[config.mk]
export PLATFORM = sky130hd
export DESIGN_NAME = adc_scan_with_channel_averaging
export DESIGN_NICKNAME = d
export VERILOG_FILES = /design/src/sv/adcsc_pkg.sv /design/src/sv/adc_scan_with_channel_averaging.sv /design/src/sv/adcsc_ram.sv /design/src/sv/adcsc_div.sv /design/src/sv/adcsc_datapath.sv /design/src/sv/adcsc_ctrl.sv
export SDC_FILE = /design/constraint.sdc
export NUM_CORES = 1
export LEC_CHECK = 0
export BUFFER_PORTS_ARGS = -buffer_cell sky130_fd_sc_hd__buf_4
export CAP_MARGIN = 15
export CORE_MARGIN = 2
export CORE_UTILIZATION = 45
export DETAILED_ROUTE_END_ITERATION = 10
export GPL_TIMING_DRIVEN = 0
export PLACE_DENSITY = 0.61
export SETUP_SLACK_MARGIN = 0.4
export SLEW_MARGIN = 25
export SYNTH_ARGS = -nofsm -noshare
export SYNTH_HDL_FRONTEND = slang
export SYNTH_HIERARCHICAL = 1
export SYNTH_SLANG_ARGS = --single-unit
[constraint.sdc]
create_clock -name clk -period 17.2 [get_ports clk]
set_input_delay 2.58 -clock clk [delete_from_list [all_inputs] [get_ports clk]]
set_output_delay 2.58 -clock clk [all_outputs]
set_load 0.02 [all_outputs]
[src/sv/adcsc_pkg.sv]
// Shared types, codes and constants of the ADC scan and averaging block.
`timescale 1ns / 1ps

package adcsc_pkg;

	// Fixed field widths of the stream words and the configuration port.
	localparam int FUNC_W     = 3;
	localparam int CHAN_W     = 3;
	localparam int SAMPLE_IN_W = 12;
	localparam int RV_W       = 16;
	localparam int MV_W       = 12;
	localparam int NUMCH_W    = 4;
	localparam int SHIFT_W    = 3;
	localparam int CFG_ADDR_W = 3;
	localparam int CFG_DATA_W = 12;
	localparam int IN_DATA_W  = 16;
	localparam int OUT_DATA_W = 24;

	// Operation codes carried in the input sideband.
	localparam logic [FUNC_W-1:0] FUNC_POLL  = 3'd0;
	localparam logic [FUNC_W-1:0] FUNC_START = 3'd1;
	localparam logic [FUNC_W-1:0] FUNC_PAUSE = 3'd2;
	localparam logic [FUNC_W-1:0] FUNC_AVG   = 3'd3;
	localparam logic [FUNC_W-1:0] FUNC_MV    = 3'd4;

	// Configuration register indexes.
	localparam logic [CFG_ADDR_W-1:0] CFG_NUM_CH  = 3'd0;
	localparam logic [CFG_ADDR_W-1:0] CFG_SHIFT   = 3'd1;
	localparam logic [CFG_ADDR_W-1:0] CFG_AUTO    = 3'd2;
	localparam logic [CFG_ADDR_W-1:0] CFG_REF_CH  = 3'd3;
	localparam logic [CFG_ADDR_W-1:0] CFG_REF_MV  = 3'd4;

	// Configuration values after reset.
	localparam logic [NUMCH_W-1:0] RST_NUM_CH = 4'd8;
	localparam logic [SHIFT_W-1:0] RST_SHIFT  = 3'd3;
	localparam logic               RST_AUTO   = 1'b1;
	localparam logic [CHAN_W-1:0]  RST_REF_CH = 3'd6;
	localparam logic [MV_W-1:0]    RST_REF_MV = 12'd1650;

	// Saturated millivolt reading.
	localparam logic [RV_W-1:0] RV_SAT = 16'hFFFF;

	// Which channel the filter memory is read for.
	typedef enum logic [1:0] {
		RD_SCAN = 2'd0,
		RD_CHAN = 2'd1,
		RD_REF  = 2'd2
	} rd_sel_t;

	// One result word, start_conv in the lowest bit.
	typedef struct packed {
		logic [RV_W-1:0]   read_value;
		logic              scan_done;
		logic              release_conv;
		logic [CHAN_W-1:0] conv_channel;
		logic              start_conv;
	} out_word_t;

	// Commands from the controller to the datapath.
	typedef struct packed {
		logic    latch;
		logic    poll_norm;
		logic    poll_start;
		logic    scan_start;
		logic    scan_pause;
		logic    rd_en;
		rd_sel_t rd_sel;
		logic    fold_sum;
		logic    fold_write;
		logic    res_avg;
		logic    cap_den;
		logic    mul;
		logic    div_start;
		logic    out_load;
	} ctrl_cmd_t;

	// Status from the datapath to the controller.
	typedef struct packed {
		logic [FUNC_W-1:0] func;
		logic              conv_done;
		logic              scan_en;
		logic              pending;
		logic              div_busy;
		logic              div_done;
		logic              out_free;
	} dp_status_t;

endpackage

[src/sv/adc_scan_with_channel_averaging.sv]
// Top level of the ADC scan controller with per-channel leaky-sum averaging.
`timescale 1ns / 1ps

// Usage: the slave stream takes one command word per handshake; s_tuser holds the
// operation (poll, start scan, pause scan, read average, read millivolts) and
// s_tdata the converter done flag, the sample and the channel asked about.
// Every accepted word gives exactly one result word on the master stream.
// Words are handled one at a time. Each word is latched, decoded and then passes the
// result state; a sample fold first runs the fold-sum and fold-write states, an average
// read the average state, and a millivolt read the reference, multiply, divider start
// and divider wait states, the divider making one quotient bit per cycle.
// The filter memory has one read port, so a millivolt read fetches the reference
// and then the channel average, from the decode and reference states.
// The next word is accepted while a finished result still waits in the output
// register; if the receiver stalls, processing stops before that result would
// be overwritten, and s_tready stays low until the state machine is back in idle.
// Reset clears the scan state and marks every channel average as zero, and loads
// the configuration defaults. Write configuration only while the block is idle.
module adc_scan_with_channel_averaging #(
	parameter int MAX_CHANNELS = 8,
	parameter int SAMPLE_BITS  = 12,
	parameter int SUM_BITS     = 24
) (
	input  logic                             clk,
	input  logic                             arst_n,
	// Configuration write port.
	input  logic                             cfg_we,
	input  logic [adcsc_pkg::CFG_ADDR_W-1:0] cfg_addr,
	input  logic [adcsc_pkg::CFG_DATA_W-1:0] cfg_data,
	// Command stream.
	input  logic                             s_tvalid,
	output logic                             s_tready,
	// s_tdata fields from bit 0: conv_done[0], sample[12:1], channel[15:13].
	input  logic [adcsc_pkg::IN_DATA_W-1:0]  s_tdata,
	// s_tuser fields from bit 0: func[2:0].
	input  logic [adcsc_pkg::FUNC_W-1:0]     s_tuser,
	// Result stream.
	output logic                             m_tvalid,
	input  logic                             m_tready,
	// m_tdata fields from bit 0: start_conv[0], conv_channel[3:1], release_conv[4],
	// scan_done[5], read_value[21:6], zero fill [23:22].
	output logic [adcsc_pkg::OUT_DATA_W-1:0] m_tdata
);

	adcsc_pkg::ctrl_cmd_t  cmd;
	adcsc_pkg::dp_status_t sts;

	adcsc_ctrl u_ctrl (
		.clk      (clk),
		.arst_n   (arst_n),
		.s_tvalid (s_tvalid),
		.s_tready (s_tready),
		.sts      (sts),
		.cmd      (cmd)
	);

	adcsc_datapath #(
		.MAX_CHANNELS (MAX_CHANNELS),
		.SAMPLE_BITS  (SAMPLE_BITS),
		.SUM_BITS     (SUM_BITS)
	) u_datapath (
		.clk      (clk),
		.arst_n   (arst_n),
		.cfg_we   (cfg_we),
		.cfg_addr (cfg_addr),
		.cfg_data (cfg_data),
		.s_tdata  (s_tdata),
		.s_tuser  (s_tuser),
		.m_tvalid (m_tvalid),
		.m_tready (m_tready),
		.m_tdata  (m_tdata),
		.cmd      (cmd),
		.sts      (sts)
	);

endmodule

[src/sv/adcsc_ram.sv]
// Generic single-write, single-read RAM with registered read data.
`timescale 1ns / 1ps

module adcsc_ram #(
	parameter int WIDTH = 36,
	parameter int DEPTH = 8,
	localparam int AW = (DEPTH > 1) ? $clog2(DEPTH) : 1
) (
	input  logic             clk,
	input  logic             we,
	input  logic [AW-1:0]    waddr,
	input  logic [WIDTH-1:0] wdata,
	input  logic             re,
	input  logic [AW-1:0]    raddr,
	output logic [WIDTH-1:0] rdata
);

	logic [WIDTH-1:0] mem_q [DEPTH];

	// Write port and registered read port.
	always_ff @(posedge clk) begin
		if (we) begin
			mem_q[waddr] <= wdata;
		end
		if (re) begin
			rdata <= mem_q[raddr];
		end
	end

endmodule

[src/sv/adcsc_div.sv]
// Restoring divider that produces one quotient bit per cycle.
`timescale 1ns / 1ps

module adcsc_div #(
	parameter int DEN_W = 12,
	parameter int NUM_W = 24
) (
	input  logic             clk,
	input  logic             arst_n,
	input  logic             start,
	input  logic [NUM_W-1:0] dividend,
	input  logic [DEN_W-1:0] divisor,
	output logic             busy,
	output logic             done,
	output logic [NUM_W-1:0] quotient
);

	localparam int CW = $clog2(NUM_W + 1);

	logic [DEN_W:0]   rem_q;
	logic [NUM_W-1:0] quo_q;
	logic [CW-1:0]    cnt_q;
	logic             busy_q;
	logic             done_q;
	logic [DEN_W:0]   trial;
	logic             fits;

	// Shift the next dividend bit into the remainder and try a subtract.
	assign trial = {rem_q[DEN_W-1:0], quo_q[NUM_W-1]};
	assign fits  = (trial >= {1'b0, divisor});

	// Iteration control.
	always_ff @(posedge clk or negedge arst_n) begin
		if (!arst_n) begin
			busy_q <= 1'b0;
			done_q <= 1'b0;
			cnt_q  <= '0;
		end else begin
			done_q <= 1'b0;
			if (start) begin
				busy_q <= 1'b1;
				cnt_q  <= CW'(NUM_W);
			end else if (busy_q) begin
				cnt_q <= cnt_q - CW'(1);
				if (cnt_q == CW'(1)) begin
					busy_q <= 1'b0;
					done_q <= 1'b1;
				end
			end
		end
	end

	// Remainder and quotient registers.
	always_ff @(posedge clk) begin
		if (start) begin
			rem_q <= '0;
			quo_q <= dividend;
		end else if (busy_q) begin
			rem_q <= fits ? (trial - {1'b0, divisor}) : trial;
			quo_q <= {quo_q[NUM_W-2:0], fits};
		end
	end

	assign busy     = busy_q;
	assign done     = done_q;
	assign quotient = quo_q;

endmodule

[src/sv/adcsc_datapath.sv]
// Datapath: configuration, scan state, filter memory, divider and result words.
`timescale 1ns / 1ps

module adcsc_datapath #(
	parameter int MAX_CHANNELS = 8,
	parameter int SAMPLE_BITS  = 12,
	parameter int SUM_BITS     = 24
) (
	input  logic                                clk,
	input  logic                                arst_n,
	input  logic                                cfg_we,
	input  logic [adcsc_pkg::CFG_ADDR_W-1:0]    cfg_addr,
	input  logic [adcsc_pkg::CFG_DATA_W-1:0]    cfg_data,
	input  logic [adcsc_pkg::IN_DATA_W-1:0]     s_tdata,
	input  logic [adcsc_pkg::FUNC_W-1:0]        s_tuser,
	output logic                                m_tvalid,
	input  logic                                m_tready,
	output logic [adcsc_pkg::OUT_DATA_W-1:0]    m_tdata,
	input  adcsc_pkg::ctrl_cmd_t                cmd,
	output adcsc_pkg::dp_status_t               sts
);

	localparam int IDX_W  = (MAX_CHANNELS > 1) ? $clog2(MAX_CHANNELS) : 1;
	localparam int CNT_W  = $clog2(MAX_CHANNELS + 1);
	localparam int WORD_W = SUM_BITS + SAMPLE_BITS;
	localparam int PROD_W = SAMPLE_BITS + adcsc_pkg::MV_W;
	localparam logic [SUM_BITS-1:0] SAMPLE_MAX_S = SUM_BITS'({SAMPLE_BITS{1'b1}});

	// Configuration registers.
	logic [adcsc_pkg::NUMCH_W-1:0] num_ch_q;
	logic [adcsc_pkg::SHIFT_W-1:0] shift_q;
	logic                          auto_q;
	logic [adcsc_pkg::CHAN_W-1:0]  ref_ch_q;
	logic [adcsc_pkg::MV_W-1:0]    ref_mv_q;

	// Scan state and filter valid bits.
	logic                    scan_en_q;
	logic                    pend_q;
	logic [IDX_W-1:0]        scan_idx_q;
	logic [MAX_CHANNELS-1:0] valid_q;
	logic                    rd_vld_q;

	// Latched item.
	logic [adcsc_pkg::FUNC_W-1:0]      func_q;
	logic                              done_q;
	logic [adcsc_pkg::SAMPLE_IN_W-1:0] smp_q;
	logic [adcsc_pkg::CHAN_W-1:0]      ch_q;

	// Working registers.
	logic [SUM_BITS-1:0]    sum_q;
	logic [SAMPLE_BITS-1:0] den_q;
	logic [PROD_W-1:0]      prod_q;
	adcsc_pkg::out_word_t   res_q;
	adcsc_pkg::out_word_t   out_q;
	logic                   out_vld_q;

	logic [CNT_W-1:0]       active;
	logic [IDX_W-1:0]       idx_eff;
	logic [CNT_W-1:0]       idx_next;
	logic                   wrap;
	logic                   ch_bad;
	logic                   ref_bad;
	logic [IDX_W-1:0]       raddr;
	logic [WORD_W-1:0]      rdata;
	logic [WORD_W-1:0]      wdata;
	logic [SAMPLE_BITS-1:0] rd_avg;
	logic [SUM_BITS-1:0]    rd_sum;
	logic [31:0]            smp_wide;
	logic [SAMPLE_BITS-1:0] smp_w;
	logic [SUM_BITS:0]      sum_ext;
	logic [SUM_BITS-1:0]    avg_full;
	logic [SAMPLE_BITS-1:0] avg_clip;
	logic                   div_busy;
	logic                   div_done;
	logic [PROD_W-1:0]      quotient;

	// Channel count clamped to the range the memory holds.
	always_comb begin
		if (num_ch_q == '0) begin
			active = CNT_W'(1);
		end else if (32'(num_ch_q) > MAX_CHANNELS) begin
			active = CNT_W'(MAX_CHANNELS);
		end else begin
			active = CNT_W'(num_ch_q);
		end
	end

	// Scan index checks and channel range checks.
	assign idx_eff  = (32'(scan_idx_q) >= 32'(active)) ? '0 : scan_idx_q;
	assign idx_next = CNT_W'(scan_idx_q) + CNT_W'(1);
	assign wrap     = (idx_next >= active);
	assign ch_bad   = (32'(ch_q) >= 32'(active));
	assign ref_bad  = (32'(ref_ch_q) >= 32'(active));

	// Read address selection for the filter memory.
	always_comb begin
		case (cmd.rd_sel)
			adcsc_pkg::RD_SCAN: raddr = idx_eff;
			adcsc_pkg::RD_CHAN: raddr = IDX_W'(ch_q);
			adcsc_pkg::RD_REF:  raddr = IDX_W'(ref_ch_q);
			default:            raddr = idx_eff;
		endcase
	end

	// Memory word fields; an entry never written reads as zero.
	assign rd_avg = rd_vld_q ? rdata[SUM_BITS +: SAMPLE_BITS] : '0;
	assign rd_sum = rd_vld_q ? rdata[SUM_BITS-1:0] : '0;

	// Sample taken to the internal width.
	assign smp_wide = 32'(smp_q);
	assign smp_w    = smp_wide[SAMPLE_BITS-1:0];
	assign sum_ext  = {1'b0, rd_sum} + (SUM_BITS + 1)'(smp_w);

	// Average out of the saturated sum, clipped to the sample range.
	assign avg_full = sum_q >> shift_q;
	assign avg_clip = (avg_full > SAMPLE_MAX_S) ? {SAMPLE_BITS{1'b1}}
		: avg_full[SAMPLE_BITS-1:0];
	assign wdata    = {avg_clip, sum_q - SUM_BITS'(avg_clip)};

	adcsc_ram #(
		.WIDTH (WORD_W),
		.DEPTH (MAX_CHANNELS)
	) u_ram (
		.clk   (clk),
		.we    (cmd.fold_write),
		.waddr (scan_idx_q),
		.wdata (wdata),
		.re    (cmd.rd_en),
		.raddr (raddr),
		.rdata (rdata)
	);

	adcsc_div #(
		.DEN_W (SAMPLE_BITS),
		.NUM_W (PROD_W)
	) u_div (
		.clk      (clk),
		.arst_n   (arst_n),
		.start    (cmd.div_start),
		.dividend (prod_q),
		.divisor  (den_q),
		.busy     (div_busy),
		.done     (div_done),
		.quotient (quotient)
	);

	// Configuration writes; indexes past the list are ignored.
	always_ff @(posedge clk or negedge arst_n) begin
		if (!arst_n) begin
			num_ch_q <= adcsc_pkg::RST_NUM_CH;
			shift_q  <= adcsc_pkg::RST_SHIFT;
			auto_q   <= adcsc_pkg::RST_AUTO;
			ref_ch_q <= adcsc_pkg::RST_REF_CH;
			ref_mv_q <= adcsc_pkg::RST_REF_MV;
		end else if (cfg_we) begin
			case (cfg_addr)
				adcsc_pkg::CFG_NUM_CH: num_ch_q <= cfg_data[adcsc_pkg::NUMCH_W-1:0];
				adcsc_pkg::CFG_SHIFT:  shift_q  <= cfg_data[adcsc_pkg::SHIFT_W-1:0];
				adcsc_pkg::CFG_AUTO:   auto_q   <= cfg_data[0];
				adcsc_pkg::CFG_REF_CH: ref_ch_q <= cfg_data[adcsc_pkg::CHAN_W-1:0];
				adcsc_pkg::CFG_REF_MV: ref_mv_q <= cfg_data[adcsc_pkg::MV_W-1:0];
				default: ;
			endcase
		end
	end

	// Scan state, valid bits and the output word register.
	always_ff @(posedge clk or negedge arst_n) begin
		if (!arst_n) begin
			scan_en_q  <= 1'b0;
			pend_q     <= 1'b0;
			scan_idx_q <= '0;
			valid_q    <= '0;
			out_vld_q  <= 1'b0;
		end else begin
			if (cmd.poll_norm) begin
				scan_idx_q <= idx_eff;
			end
			if (cmd.poll_start) begin
				pend_q <= 1'b1;
			end
			if (cmd.scan_start) begin
				scan_idx_q <= '0;
				pend_q     <= 1'b0;
				scan_en_q  <= 1'b1;
			end
			if (cmd.scan_pause) begin
				scan_en_q <= 1'b0;
			end
			if (cmd.fold_write) begin
				pend_q              <= 1'b0;
				valid_q[scan_idx_q] <= 1'b1;
				if (wrap) begin
					scan_idx_q <= '0;
					scan_en_q  <= auto_q;
				end else begin
					scan_idx_q <= idx_next[IDX_W-1:0];
				end
			end
			if (cmd.out_load) begin
				out_vld_q <= 1'b1;
			end else if (m_tready) begin
				out_vld_q <= 1'b0;
			end
		end
	end

	// Item capture, working registers and result word assembly.
	always_ff @(posedge clk) begin
		if (cmd.latch) begin
			func_q <= s_tuser;
			done_q <= s_tdata[0];
			smp_q  <= s_tdata[12:1];
			ch_q   <= s_tdata[15:13];
			res_q  <= '0;
		end
		if (cmd.rd_en) begin
			rd_vld_q <= valid_q[raddr];
		end
		if (cmd.poll_start) begin
			res_q.start_conv   <= 1'b1;
			res_q.conv_channel <= adcsc_pkg::CHAN_W'(idx_eff);
		end
		if (cmd.fold_sum) begin
			sum_q <= sum_ext[SUM_BITS] ? '1 : sum_ext[SUM_BITS-1:0];
		end
		if (cmd.fold_write) begin
			res_q.release_conv <= 1'b1;
			res_q.conv_channel <= adcsc_pkg::CHAN_W'(scan_idx_q);
			res_q.scan_done    <= wrap;
		end
		if (cmd.res_avg) begin
			res_q.read_value <= ch_bad ? '0 : adcsc_pkg::RV_W'(rd_avg);
		end
		if (cmd.cap_den) begin
			den_q <= ref_bad ? '0 : rd_avg;
		end
		if (cmd.mul) begin
			prod_q <= PROD_W'(ch_bad ? '0 : rd_avg) * PROD_W'(ref_mv_q);
		end
		if (div_done) begin
			if ((den_q == '0) || (|quotient[PROD_W-1:adcsc_pkg::RV_W])) begin
				res_q.read_value <= adcsc_pkg::RV_SAT;
			end else begin
				res_q.read_value <= quotient[adcsc_pkg::RV_W-1:0];
			end
		end
		if (cmd.out_load) begin
			out_q <= res_q;
		end
	end

	// Status back to the controller.
	assign sts.func      = func_q;
	assign sts.conv_done = done_q;
	assign sts.scan_en   = scan_en_q;
	assign sts.pending   = pend_q;
	assign sts.div_busy  = div_busy;
	assign sts.div_done  = div_done;
	assign sts.out_free  = !out_vld_q || m_tready;

	assign m_tvalid = out_vld_q;
	assign m_tdata  = adcsc_pkg::OUT_DATA_W'(out_q);

endmodule

[src/sv/adcsc_ctrl.sv]
// Controller state machine that sequences each input word through the datapath.
`timescale 1ns / 1ps

module adcsc_ctrl (
	input  logic                  clk,
	input  logic                  arst_n,
	input  logic                  s_tvalid,
	output logic                  s_tready,
	input  adcsc_pkg::dp_status_t sts,
	output adcsc_pkg::ctrl_cmd_t  cmd
);

	typedef enum logic [9:0] {
		ST_IDLE     = 10'b0000000001,
		ST_DECODE   = 10'b0000000010,
		ST_FOLD_SUM = 10'b0000000100,
		ST_FOLD_WR  = 10'b0000001000,
		ST_AVG      = 10'b0000010000,
		ST_REF      = 10'b0000100000,
		ST_MUL      = 10'b0001000000,
		ST_DIV_GO   = 10'b0010000000,
		ST_DIV_WAIT = 10'b0100000000,
		ST_RESULT   = 10'b1000000000
	} state_t;

	state_t st_q;
	state_t st_d;

	assign s_tready = (st_q == ST_IDLE);

	// Next state and command decode.
	always_comb begin
		st_d       = st_q;
		cmd        = '0;
		cmd.rd_sel = adcsc_pkg::RD_SCAN;
		case (st_q)
			ST_IDLE: begin
				if (s_tvalid) begin
					cmd.latch = 1'b1;
					st_d      = ST_DECODE;
				end
			end
			ST_DECODE: begin
				st_d = ST_RESULT;
				case (sts.func)
					adcsc_pkg::FUNC_POLL: begin
						if (sts.scan_en) begin
							cmd.poll_norm = 1'b1;
							if (!sts.pending) begin
								cmd.poll_start = 1'b1;
							end else if (sts.conv_done) begin
								cmd.rd_en  = 1'b1;
								cmd.rd_sel = adcsc_pkg::RD_SCAN;
								st_d       = ST_FOLD_SUM;
							end
						end
					end
					adcsc_pkg::FUNC_START: cmd.scan_start = 1'b1;
					adcsc_pkg::FUNC_PAUSE: cmd.scan_pause = 1'b1;
					adcsc_pkg::FUNC_AVG: begin
						cmd.rd_en  = 1'b1;
						cmd.rd_sel = adcsc_pkg::RD_CHAN;
						st_d       = ST_AVG;
					end
					adcsc_pkg::FUNC_MV: begin
						cmd.rd_en  = 1'b1;
						cmd.rd_sel = adcsc_pkg::RD_REF;
						st_d       = ST_REF;
					end
					default: ;
				endcase
			end
			ST_FOLD_SUM: begin
				cmd.fold_sum = 1'b1;
				st_d         = ST_FOLD_WR;
			end
			ST_FOLD_WR: begin
				cmd.fold_write = 1'b1;
				st_d           = ST_RESULT;
			end
			ST_AVG: begin
				cmd.res_avg = 1'b1;
				st_d        = ST_RESULT;
			end
			ST_REF: begin
				cmd.cap_den = 1'b1;
				cmd.rd_en   = 1'b1;
				cmd.rd_sel  = adcsc_pkg::RD_CHAN;
				st_d        = ST_MUL;
			end
			ST_MUL: begin
				cmd.mul = 1'b1;
				st_d    = ST_DIV_GO;
			end
			ST_DIV_GO: begin
				cmd.div_start = 1'b1;
				st_d          = ST_DIV_WAIT;
			end
			ST_DIV_WAIT: begin
				if (sts.div_done) begin
					st_d = ST_RESULT;
				end
			end
			ST_RESULT: begin
				if (sts.out_free) begin
					cmd.out_load = 1'b1;
					st_d         = ST_IDLE;
				end
			end
			default: st_d = ST_IDLE;
		endcase
	end

	// State register.
	always_ff @(posedge clk or negedge arst_n) begin
		if (!arst_n) begin
			st_q <= ST_IDLE;
		end else begin
			st_q <= st_d;
		end
	end

	// An accepted word is decoded in the next cycle.
	a_accept_decode: assert property (@(posedge clk) disable iff (!arst_n)
		(st_q == ST_IDLE && s_tvalid) |=> (st_q == ST_DECODE))
		else $error("accepted word was not decoded");

	// A finished result waits while the output register is still full.
	a_result_hold: assert property (@(posedge clk) disable iff (!arst_n)
		(st_q == ST_RESULT && !sts.out_free) |=> (st_q == ST_RESULT))
		else $error("result left while the output register was occupied");

	// The divider runs once it has been started.
	a_div_runs: assert property (@(posedge clk) disable iff (!arst_n)
		(st_q == ST_DIV_GO) |=> sts.div_busy)
		else $error("divider did not start");

endmodule

# Word level (Yosys, flattened, before mapping)

Memory sizes are Yosys's and may differ from the RTL's. A register that Yosys moved wholly into a read port is not among the register bits.
Cells that the tools add are included.

Add/subtract/negate cells: 5
Multiply operators: 1
Order comparisons: 10
Equality and inequality tests: 24
Shifts and indexed selects: 1
Mux-type cells: 74
Bitwise gates (word level): 1
Reductions and logical operators: 23

Operators by type and width:

| operator               | number |
|---|---|
| $pmux W10 S9           | 1 |
| $mux W24               | 3 |
| $mux W10               | 6 |
| $mux W12               | 5 |
| $mux W16               | 3 |
| $mux W1                | 32 |
| $pmux W10 S3           | 1 |
| $add A24 B12 Y25       | 1 |
| $gt A24 B12 Y1 const B | 1 |
| $mul A24 B12 Y24       | 1 |
| $mux W3                | 8 |
| $shr A24 B3 Y24        | 1 |
| $sub A24 B12 Y24       | 1 |
| $mux W22               | 1 |
| $mux W4                | 4 |
| $mux W5                | 3 |
| $ge A13 B12 Y1         | 1 |
| $eq A3 B2 Y1 const B   | 4 |
| $ge A3 B4 Y1           | 3 |
| $logic_not A12 Y1      | 1 |
| $pmux W3 S2            | 2 |
| $reduce_bool A3 Y1     | 4 |
| $sub A12 B12 Y12       | 1 |
| $eq A10 B1 Y1 const B  | 1 |
| other kinds (37)       | 50 |

Flip-flop bits (word level): 214
Bits in writable memories: 288
Bits of input ports: 39
Output and inout bits: 26
Logic and storage cells: 174
Memories: 1

Memories:

| name                   | words | bits a word | read ports | clocked after memory_dff | write ports | RTL line        | text |
|---|---|---|---|---|---|---|---|
| u_datapath.u_ram.mem_q | 8     | 36          | 1          | 1                        | 1           | adcsc_ram.sv:18 | `logic [WIDTH-1:0] mem_q [DEPTH];` |

# Longest topological paths before layout

Gate-level depths: netlist (run 1).

Word-level depth: 9
Depth in mapped cells: 30
Mapped depth without buffers: 28

# Cells and area by module

Netlist (run 1), hierarchy kept.

By module, submodules not included:

| module         | instances | cells an instance | area an instance (µm²) | seq. area each (µm²) |
|---|---|---|---|---|
| adcsc_datapath | 1         | 1353              | 13374.1                | 4644.5 |
| adcsc_ram      | 1         | 465               | 12223.0                | 9729.3 |
| adcsc_div      | 1         | 246               | 2562.5                 | 1136.1 |
| adcsc_ctrl     | 1         | 96                | 799.5                  | 251.5 |

# Least setup slack after synthesis (run 1)

OpenSTA, ideal clock, no wires.

Path type: reg2reg
Start: register u_datapath/num_ch_q[1] (netlist name)
End: register u_datapath.prod_q[23] (data pin)
Setup time: 0.260 ns
Arrival time: 6.299 ns
Data required time: 16.940 ns
Setup slack: 10.641 ns
Stages on the path, launching flop included: 28
Buffers on the path: 2
Clock period less this slack: 6.559 ns
Cells stage by stage: dfrtp_1 -> nor2_1 -> nor2_1 -> nor2_1 -> ha_1 -> nand2b_1 -> a21o_1 -> a21oi_1 -> nor2_1 -> clkbuf_1 -> nor2_1 -> clkbuf_1 -> and2_1 -> fa_1 -> fa_1 -> fa_1 -> fa_1 -> inv_1 -> fa_1 -> inv_1 -> ha_1 -> a21o_1 -> a21oi_1 -> o221ai_1 -> nor4_1 -> o31ai_1 -> a21oi_1 -> xnor2_1

Longest elaborated chain between the ends: 6
Elaborated cells between the ends (all ways): 7
Those cells by class: mul: 1; order compare: 2; mux: 3; reduce/logical: 1

Ends and longest elaborated chain:

| element                  | RTL line              | text |
|---|---|---|
| start: declaration       | adcsc_datapath.sv:30  | `logic [adcsc_pkg::NUMCH_W-1:0] num_ch_q;` |
| start signal: assignment | adcsc_datapath.sv:150 | `num_ch_q <= adcsc_pkg::RST_NUM_CH;` |
| start signal: assignment | adcsc_datapath.sv:157 | `adcsc_pkg::CFG_NUM_CH: num_ch_q <= cfg_data[adcsc_pkg::NUMCH_W-1:0];` |
| $gt A4 B4 Y1             | adcsc_datapath.sv:81  | `end else if (32'(num_ch_q) > MAX_CHANNELS) begin` |
| $mux W4                  | adcsc_datapath.sv:81  |  |
| $mux W4 (*)              | adcsc_datapath.sv:79  | `if (num_ch_q == '0) begin` |
| $ge A3 B4 Y1 (*)         | adcsc_datapath.sv:92  | `assign ch_bad = (32'(ch_q) >= 32'(active));` |
| $mux W12 (*)             | adcsc_datapath.sv:239 | `prod_q <= PROD_W'(ch_bad ? '0 : rd_avg) * PROD_W'(ref_mv_q);` |
| $mul A24 B12 Y24 (*)     | adcsc_datapath.sv:239 |  |
| end signal: assignment   | adcsc_datapath.sv:239 |  |
| end: declaration         | adcsc_datapath.sv:52  | `logic [PROD_W-1:0] prod_q;` |

Mark *: on every way between the ends. The rest lies on a longest branch, timed or not.
A chain may end at the register's enable or synchronous reset.

# Worst setup path in the final report (run 1)

Ends and elaborated chain as after synthesis.

==> impl_metrics.yaml, run 1 <==
power_and_ir_drop:
  p_sw_share_pct: 29.1
  p_per_area_mw_per_mm2: 106
  p_seq_share_pct: 44.5
  cellLeakagePower_nw: 12.6
  clkPwrFrac_pct: 33.9
  power_frac_comb_pct: 21.6
  ir_drop_v: 0.0000816
  p_switching_mw: 1.02
  p_int_mw: 2.48
setup_path:
  path_class: "reg2reg"
  reg2reg_to: "u_datapath/prod_q[23]"
  critPathLaunchType: "flop"
  ff2ff_path_depth: 27
  crit_family: "adder cells"
  worstSetupPathDepth: 27
  required_ps: 17550
  rr_startpoint: "u_datapath/num_ch_q[1]"
  path_max_fanout: 10
  path_buf_inv: 4
  cp_slowest_cell: "nor2_1"
  arrival_ps: 8340
  end_kind: "flop"
  max_stage_delay_ps: 690
  worst-r2r-setup-slack_ps: 9220
floorplanning:
  initial_core_util_pct: 45.7
  rows: 92
  die_w_um: 258
  dieArea_sq_mm: 0.0664
  core_area_sq_mm: 0.0633
  ioPinCount: 65
  die_y_um: 258
final_layout:
  num-fill-cells: 5354
  drive_gt1_share_pct: 15.2
  regArea_sq_mm: 0.0158
  fin_nets: 2578
  utilization_pct: 52.0
  multi_input_area_sq_mm: 0.0120
  area_growth_pct: 13.8
  antenna_cells: 0
routing:
  drt_pass1_iterations: 8
  wirelength_mm: 64.8
  via_count: 17700
  initialDrtViolationCount: 1195
  drc: 0
  wl_per_cell_um: 20.2
  antenna_left: 0
  via_per_inst: 5.50
placed_design:
  numPortBuffers: 62
  hpwl_mm: 46.8
  gp_congestion: 0.849
sta:
  tightest_slew_ps: 1020
  clock-skew-final_ps: 17.5
  finalMaxSlewViolations: 0
  hold_viol_final: 0
  grt_setup_unrepaired: "no"
  fin_crit_ps: 7980
  max_freq_ghz: 0.125
  maxSlewHeadroom_pct: 31.2
  tns_ps: 0
  finalSetupViolations: 0
  min_period_over_period_pct: 46.4
min_path:
  min_to: "u_datapath/m_tdata[18]"
  min-delay-start: "u_datapath/res_q[18]"
  min_path_cells: 0
  min_path_type: "reg2reg"
clocking:
  cts_tree: "built"
  cts_hold_buf: 0
  cts_max_level: 2
  cts_resized: 0
  clk_path_buf_depth: 3
  clock_latency_ps: 610
  clk_pin_slew_ps: 60
  root_buffer: "clkbuf_16"
  cts.sinks: 538
  cts_buffers: 57
  post_cts_buffers: 0
global_routing:
  antenna_found_initial: 0
  grt_overflow: 0
  first_global_vias: 18200
  grt_max_degree: 55
  grt_pass1_wl_mm: 102
  grtUsageTotal_pct: 19.7
status:
  status: "complete, no violations"
synth:
  ys_warn_count: 6
  syn-cell-area_sq_mm: 0.0290
  syn-mean-instance-area_sq_um: 13.4
  syn_inst: 2159
flow_run:
  drv_cap: 0
==> registers in the layout (all words and copies together), names as in the netlist, 4 cells and up <==
register                   count
u_datapath/u_div/quotient     24
u_datapath/m_tdata            22
u_datapath/den_q              12
u_datapath/ref_mv_q           12
u_datapath/u_ram/rdata        36
u_datapath/u_div/cnt_q         5
u_datapath/sum_q              24
u_datapath/res_q              22
u_datapath/smp_q              12
u_ctrl/st_q                   10
u_datapath/u_ram/mem_q       288
u_datapath/u_div/rem_q        12
u_datapath/prod_q             24
u_datapath/valid_q             8
u_datapath/num_ch_q            4
==> metal layers <==
layer | global-route usage [%] | routed length (um) | vias to the layer above | share of wire [%]
li1 | - | - | 8195 | -
met1 | 26.7 | 28800 | 8950 | 45
met2 | 33.3 | 31400 | 409 | 48
met3 | 2.59 | 2830 | 109 | 4.4
met4 | 5.91 | 1700 | 0 | 2.6
met5 | 0 | 0 | - | 0
==> power by group through the flow <==
| stage | Clock, mW | Sequential (mW) | Combinational [mW] |
|---|---|---|---|
| after floorplan | 0 | 1.57 | 0.556 |
| after global placement | 0 | 1.58 | 0.724 |
| after detailed placement | 0 | 1.58 | 0.751 |
| after CTS | 1.21 | 1.56 | 0.758 |
| after global routing | 1.26 | 1.56 | 0.852 |
| final | 1.18 | 1.56 | 0.754 |
==> per-stage QoR <==
| stage | hold WS (ps) | total power, mW | cell area, sq um | cells | worst slack, ps |
|---|---|---|---|---|---|
| floorplan | 400 | 2.12 | 29000 | 2160 | 10640 |
| global placement | 406 | 2.31 | 30500 | 3068 | 8990 |
| detailed placement | 405 | 2.33 | 31100 | 3107 | 9170 |
| CTS | 419 | 3.53 | 32900 | 3214 | 9160 |
| global route | 435 | 3.68 | 32900 | 3214 | 8720 |
| finish | 416 | 3.49 | 32900 | 3214 | 9220 |
==> worst max path at each step <==
| stage | from | end |
|---|---|---|
| 2_1_floorplan | u_datapath/num_ch_q[1] | u_datapath/prod_q[23] |
| 3_3_place_gp | s_tvalid | u_datapath/res_q[21] |
| 3_5_place_dp | u_datapath/num_ch_q[1] | u_datapath/prod_q[23] |
| 4_1_cts | u_datapath/num_ch_q[1] | u_datapath/prod_q[23] |
| 5_1_grt | u_datapath/num_ch_q[1] | u_datapath/prod_q[23] |
| 6_report | u_datapath/num_ch_q[1] | u_datapath/prod_q[23] |
==> layout by cell type, fill, tap and decap left out, types with 11 or more instances in the layout <==
| cell type | instances |
|---|---|
| dfstp_2 | 13 |
| and2_1 | 71 |
| nand2b_1 | 25 |
| mux2i_1 | 16 |
| ha_1 | 116 |
| buf_4 | 88 |
| fa_1 | 103 |
| a21oi_1 | 51 |
| nor3_1 | 26 |
| nor4_1 | 20 |
| buf_1 | 11 |
| xnor2_1 | 40 |
| o211ai_1 | 13 |
| dfxtp_1 | 14 |
| buf_6 | 15 |
| nand3_1 | 19 |
| inv_1 | 202 |
| clkbuf_1 | 72 |
| and3_1 | 13 |
| edfxtp_1 | 470 |
| a21o_1 | 27 |
| xor2_1 | 25 |
| nor2b_1 | 12 |
| o21a_1 | 22 |
| nand2_1 | 205 |
| mux4_1 | 72 |
| a211oi_1 | 12 |
| dfrtp_1 | 41 |
| clkbuf_16 | 57 |
| nor2_1 | 131 |
| o21ai_0 | 54 |
| mux2_2 | 87 |
==> layout make-up <==
type | instances | area share, %
plain buffers | 99 | 1.53
clock buffers | 73 | 4.66
clock inverters | 34 | 0.832
inverters | 202 | 2.30
multi-input cells | 1321 | 36.6
flip-flops and latches | 538 | 47.8
well taps | 846 | 3.21
repair buffers | 101 | 3.05
Note: power is estimated with default switching activity, not from simulation.
==> run 2: changes to the inputs <==
PLACE_DENSITY = 0.63   (was 0.61)
clock period = 7.3 ns   (was 17.2 ns; I/O delays follow)
==> run 2 against run 1 <==
- clock skew up 14 ps
- sequential power up 140%
- worst hold slack worse by 4.8 ps
- via count up 0.74%
- worst setup slack worse by 8600 ps
- first-iteration DRC count up 7.3%
- critical path type unchanged
- largest power group unchanged
==> impl_metrics.yaml, run 2 (same netlist as run 1, synthesis figures left out) <==
min_path:
  min-delay-start: "u_datapath/res_q[12]"
  min_path_cells: 0
  min_path_type: "reg2reg"
  min_to: "u_datapath/m_tdata[12]"
routing:
  drc: 0
  wirelength_mm: 65.6
  wl_per_cell_um: 20.2
  antenna_left: 0
  drt_pass1_iterations: 7
  via_per_inst: 5.49
  via_count: 17800
  initialDrtViolationCount: 1282
sta:
  fin_crit_ps: 6660
  clock-skew-final_ps: 31.2
  grt_setup_unrepaired: "yes"
  maxSlewHeadroom_pct: 33.1
  hold_viol_final: 0
  tightest_slew_ps: 1000
  max_freq_ghz: 0.150
  min_period_over_period_pct: 91.2
  finalSetupViolations: 0
  finalMaxSlewViolations: 0
  fin_ws_ps: 643
setup_path:
  required_ps: 7720
  rr_startpoint: "u_datapath/num_ch_q[3]"
  path_buf_inv: 5
  cp_slowest_cell: "dfstp_2"
  critPathLaunchType: "flop"
  end_kind: "flop"
  ff2ff_path_depth: 25
  crit_family: "adder cells"
  reg2reg_to: "u_datapath/prod_q[23]"
  path_max_fanout: 7
  critPathMostFrequentCell: "fa_1"
  max_stage_delay_ps: 590
  arrival_ps: 7080
  path_class: "reg2reg"
  worst-r2r-setup-slack_ps: 640
placed_design:
  placed_area_sq_mm: 0.0311
  hpwl_mm: 47.1
  numPortBuffers: 62
  dp_slack_ps: -596
  gp_congestion: 0.889
global_routing:
  first_global_vias: 18200
  grt_overflow: 0
  grt_pass1_wl_mm: 102
  grt_max_degree: 55
  antenna_found_initial: 0
  grtUsageTotal_pct: 19.7
final_layout:
  fin_nets: 2609
  area_growth_pct: 15.9
  largest_reg_flops: 288
  antenna_cells: 0
  layout_commonest_cell: "edfxtp_1"
  top_regs: "u_datapath/u_ram/mem_q x288, u_datapath/u_ram/rdata x36"
  largest_register: "u_datapath/u_ram/mem_q"
  layout_common_cells: "edfxtp_1 (470), nand2_1 (203), inv_1 (198)"
  final_area_sq_mm: 0.0336
  drive_gt1_share_pct: 18.4
floorplanning:
  rows: 92
  die_y_um: 258
  dieArea_sq_mm: 0.0664
  die_w_um: 258
  initial_core_util_pct: 45.7
  core_area_sq_mm: 0.0633
  ioPinCount: 65
clocking:
  clk_pin_slew_ps: 60
  cts_buffers: 56
  cts_hold_buf: 0
  clk_path_buf_depth: 3
  cts_max_level: 2
  cts_tree: "built"
  clock_latency_ps: 620
  cts.sinks: 538
  root_buffer: "clkbuf_16"
power_and_ir_drop:
  ir_drop_v: 0.000212
  cellLeakagePower_nw: 12.8
  p_per_area_mw_per_mm2: 253
flow_run:
  drv_cap: 0
status:
  status: "complete, no violations"
==> run 2: layout make-up <==
type                    instances  area [sq um]
plain buffers                  99           619
clock buffers                  64          1430
clock inverters                36           345
fillers                      5235         29800
inverters                     202           758
multi-input cells            1321         12300
flip-flops and latches        538         15800
well taps                     846          1060
repair buffers                133          1260
==> run 2: worst max path at each step <==
stage                                  to  cells past startpoint                   start
floorplan           u_datapath/prod_q[23]                     27  u_datapath/num_ch_q[1]
global placement    u_datapath/prod_q[22]                     27  u_datapath/num_ch_q[1]
detailed placement  u_datapath/prod_q[23]                     28  u_datapath/num_ch_q[1]
CTS                 u_datapath/prod_q[22]                     28  u_datapath/num_ch_q[1]
global route        u_datapath/prod_q[22]                     32  u_datapath/num_ch_q[2]
finish              u_datapath/prod_q[23]                     25  u_datapath/num_ch_q[3]
==> run 2: per-stage QoR <==
stage / util [%] / cells / setup TNS, ps / total power [mW] / hold WS (ps)
finish: 53.0 / 3239 / 0 / 8.48 / 412
global route: 53.0 / 3239 / 0 / 8.92 / 431
CTS: 52.4 / 3217 / 0 / 8.37 / 419
detailed placement: 49.1 / 3105 / -3590 / 5.49 / 405
global placement: 48.1 / 3068 / -25070 / 5.43 / 407
floorplan: - / 2160 / 0 / 5.00 / 400
==> run 2: what timing repair did <==
| item | in CTS | in global routing |
|---|---|---|
| hold endpoints to repair | 0 | 0 |
| cloned | 0 | 2 |
| endpoints found under the setup margin | 14 | 11 |
| buffers inserted | 12 | 20 |
| gates resized for setup | 64 | 56 |
| pin swaps | 11 | 53 |
==> run 2: per-layer routing <==
metal,GRT usage [%],wire length [um]
met1,26.9,28700
met2,33.8,32500
met3,2.42,2970
met4,4.90,1350
met5,0,0
==> run 2: power breakdown <==
part / switching [mW] / internal, mW
clock: 1.19 / 1.59
sequential: 0.116 / 3.55
combinational: 1.16 / 0.867
total: 2.47 / 6.01
==> run 3: changes to the inputs <==
MAX_ROUTING_LAYER = met4   (was default)
==> run 3 against run 2 <==
- clock skew fell by 1.7 ps
- maximum frequency fell by 1.6%
- non-clock buffer count fell by 3
- die area did not move
- register-to-register slack got worse by 110 ps
- final cell count rose by 0.22%
- combinational power fell by 4%
- clock power rose by 9.0%
- via count rose by 0.29%
- first-iteration DRC count fell by 12%
- largest cell class unchanged
- highest routed layer unchanged
==> impl_metrics.yaml, run 3 (same netlist as run 1, synthesis figures left out) <==
setup_path:
  path_max_fanout: 6
  end_kind: "flop"
  arrival_ps: 7120
  path_class: "reg2reg"
  critPathMostFrequentCell: "fa_1"
  required_ps: 7660
  critPathLaunchType: "flop"
  cp_slowest_cell: "dfstp_2"
  max_stage_delay_ps: 610
final_layout:
  stdcell_count: 3246
  regArea_sq_mm: 0.0158
  utilization_pct: 53.3
  fin_nets: 2608
  layout_commonest_cell: "edfxtp_1"
  area_growth_pct: 16.5
  layout_common_cells: "edfxtp_1 (470), nand2_1 (204), inv_1 (201)"
  top_regs: "u_datapath/u_ram/mem_q x288, u_datapath/u_ram/rdata x36"
  drive_gt1_share_pct: 18.6
  antenna_cells: 0
  largest_reg_flops: 288
  num-fill-cells: 5275
  largest_register: "u_datapath/u_ram/mem_q"
  multi_input_area_sq_mm: 0.0123
sta:
  grt_setup_unrepaired: "no"
  fin_ws_ps: 534
  whs_ps: 419
  tns_ps: 0
  clock-skew-final_ps: 29.5
  max_freq_ghz: 0.148
  finalSetupViolations: 0
  maxSlewHeadroom_pct: 37.6
  fin_crit_ps: 6770
  min_period_over_period_pct: 92.7
  tightest_slew_ps: 922
  finalMaxSlewViolations: 0
  hold_viol_final: 0
clocking:
  cts_buffers: 58
  clock_latency_ps: 630
  cts_tree: "built"
  clk_pin_slew_ps: 60
  cts.sinks: 538
  root_buffer: "clkbuf_16"
  cts_hold_buf: 0
  clk_path_buf_depth: 3
  cts_max_level: 2
placed_design:
  gp_congestion: 0.896
  numPortBuffers: 62
  hpwl_mm: 47.3
  place_inst: 3106
  dp_slack_ps: -563
routing:
  wirelength_mm: 66.0
  drt_pass1_iterations: 5
  initialDrtViolationCount: 1131
  wl_per_cell_um: 20.3
  via_count: 17800
  antenna_left: 0
  via_per_inst: 5.50
  drc: 0
floorplanning:
  rows: 92
  die_w_um: 258
  die_y_um: 258
  ioPinCount: 65
  dieArea_sq_mm: 0.0664
  core_area_sq_mm: 0.0633
  initial_core_util_pct: 45.7
global_routing:
  grt_overflow: 0
  first_global_vias: 18100
  grt_pass1_wl_mm: 103
  antenna_found_initial: 0
  grt_max_degree: 55
  grtUsageTotal_pct: 20.6
power_and_ir_drop:
  ir_drop_v: 0.000216
  cellLeakagePower_nw: 12.9
  p_per_area_mw_per_mm2: 256
flow_run:
  drv_cap: 0
status:
  status: "complete, no violations"
min_path:
  min_path_type: "reg2reg"
-- run 3: area by class of cell --
type | instances | share of cell area, %
buffer | 99 | 1.85
clock buffer | 80 | 4.81
clock inverter | 30 | 1.15
inverter | 202 | 2.25
multi-input combinational | 1321 | 36.4
sequential | 538 | 46.7
tap | 846 | 3.14
timing repair buffer | 130 | 3.64
-- run 3: final timing paths --
path / start / end / slack [ps] / depth (start not counted)
hold reg to reg: u_datapath/res_q[12] / u_datapath/m_tdata[12] / 420 / 0
min in group asynchronous: arst_n / u_ctrl/st_q[1] / 570 / 1
max in group asynchronous: arst_n / u_datapath/ref_mv_q[11] / 6200 / 1
setup / recovery: u_datapath/num_ch_q[3] / u_datapath/prod_q[23] / 530 / 27
setup reg to reg: u_datapath/num_ch_q[3] / u_datapath/prod_q[23] / 530 / 27
hold / removal: u_datapath/res_q[12] / u_datapath/m_tdata[12] / 420 / 0
-- run 3: what timing repair did --
action | CTS | global route
pin swaps | 12 | 25
endpoints found under the setup margin | 14 | 11
gates resized for setup | 67 | 40
setup buffers | 20 | 9
cloned | 0 | 1
-- run 3: per-layer routing --
metal / global-route usage, % / wire length (um) / vias to the layer above
met5: - / 0 / -
met4: 6.26 / 1830 / 0
met3: 3.03 / 3230 / 119
met2: 33.4 / 32100 / 438
met1: 26.9 / 28900 / 9042
li1: - / - / 8247
-- run 3: worst max-delay path, delay by kind of cell, from the launching register on --
family / cells / cell delay [ps]
fa+ha+maj: 7 / 3080
simple gates: 8 / 1370
buf+inv: 7 / 700
flops: 1 / 610
compound gates: 4 / 570
xor+xnor: 1 / 150
-- run 3: report_power, final --
part | leakage [nW] | switching [mW] | internal (mW)
sequential | 4.86 | 0.116 | 3.55
clock | 0.972 | 1.25 | 1.79
combinational | 7.08 | 1.13 | 0.807
total | 12.9 | 2.49 | 6.15
-- run 3: per-stage QoR --
| step | cell area [sq um] | power [mW] |
|---|---|---|
| floorplan | 29000 | 5.00 |
| global placement | 30500 | 5.43 |
| finish | 33700 | 8.64 |
| global route | 33700 | 9.09 |
| CTS | 33500 | 8.62 |
| detailed placement | 31100 | 5.49 |
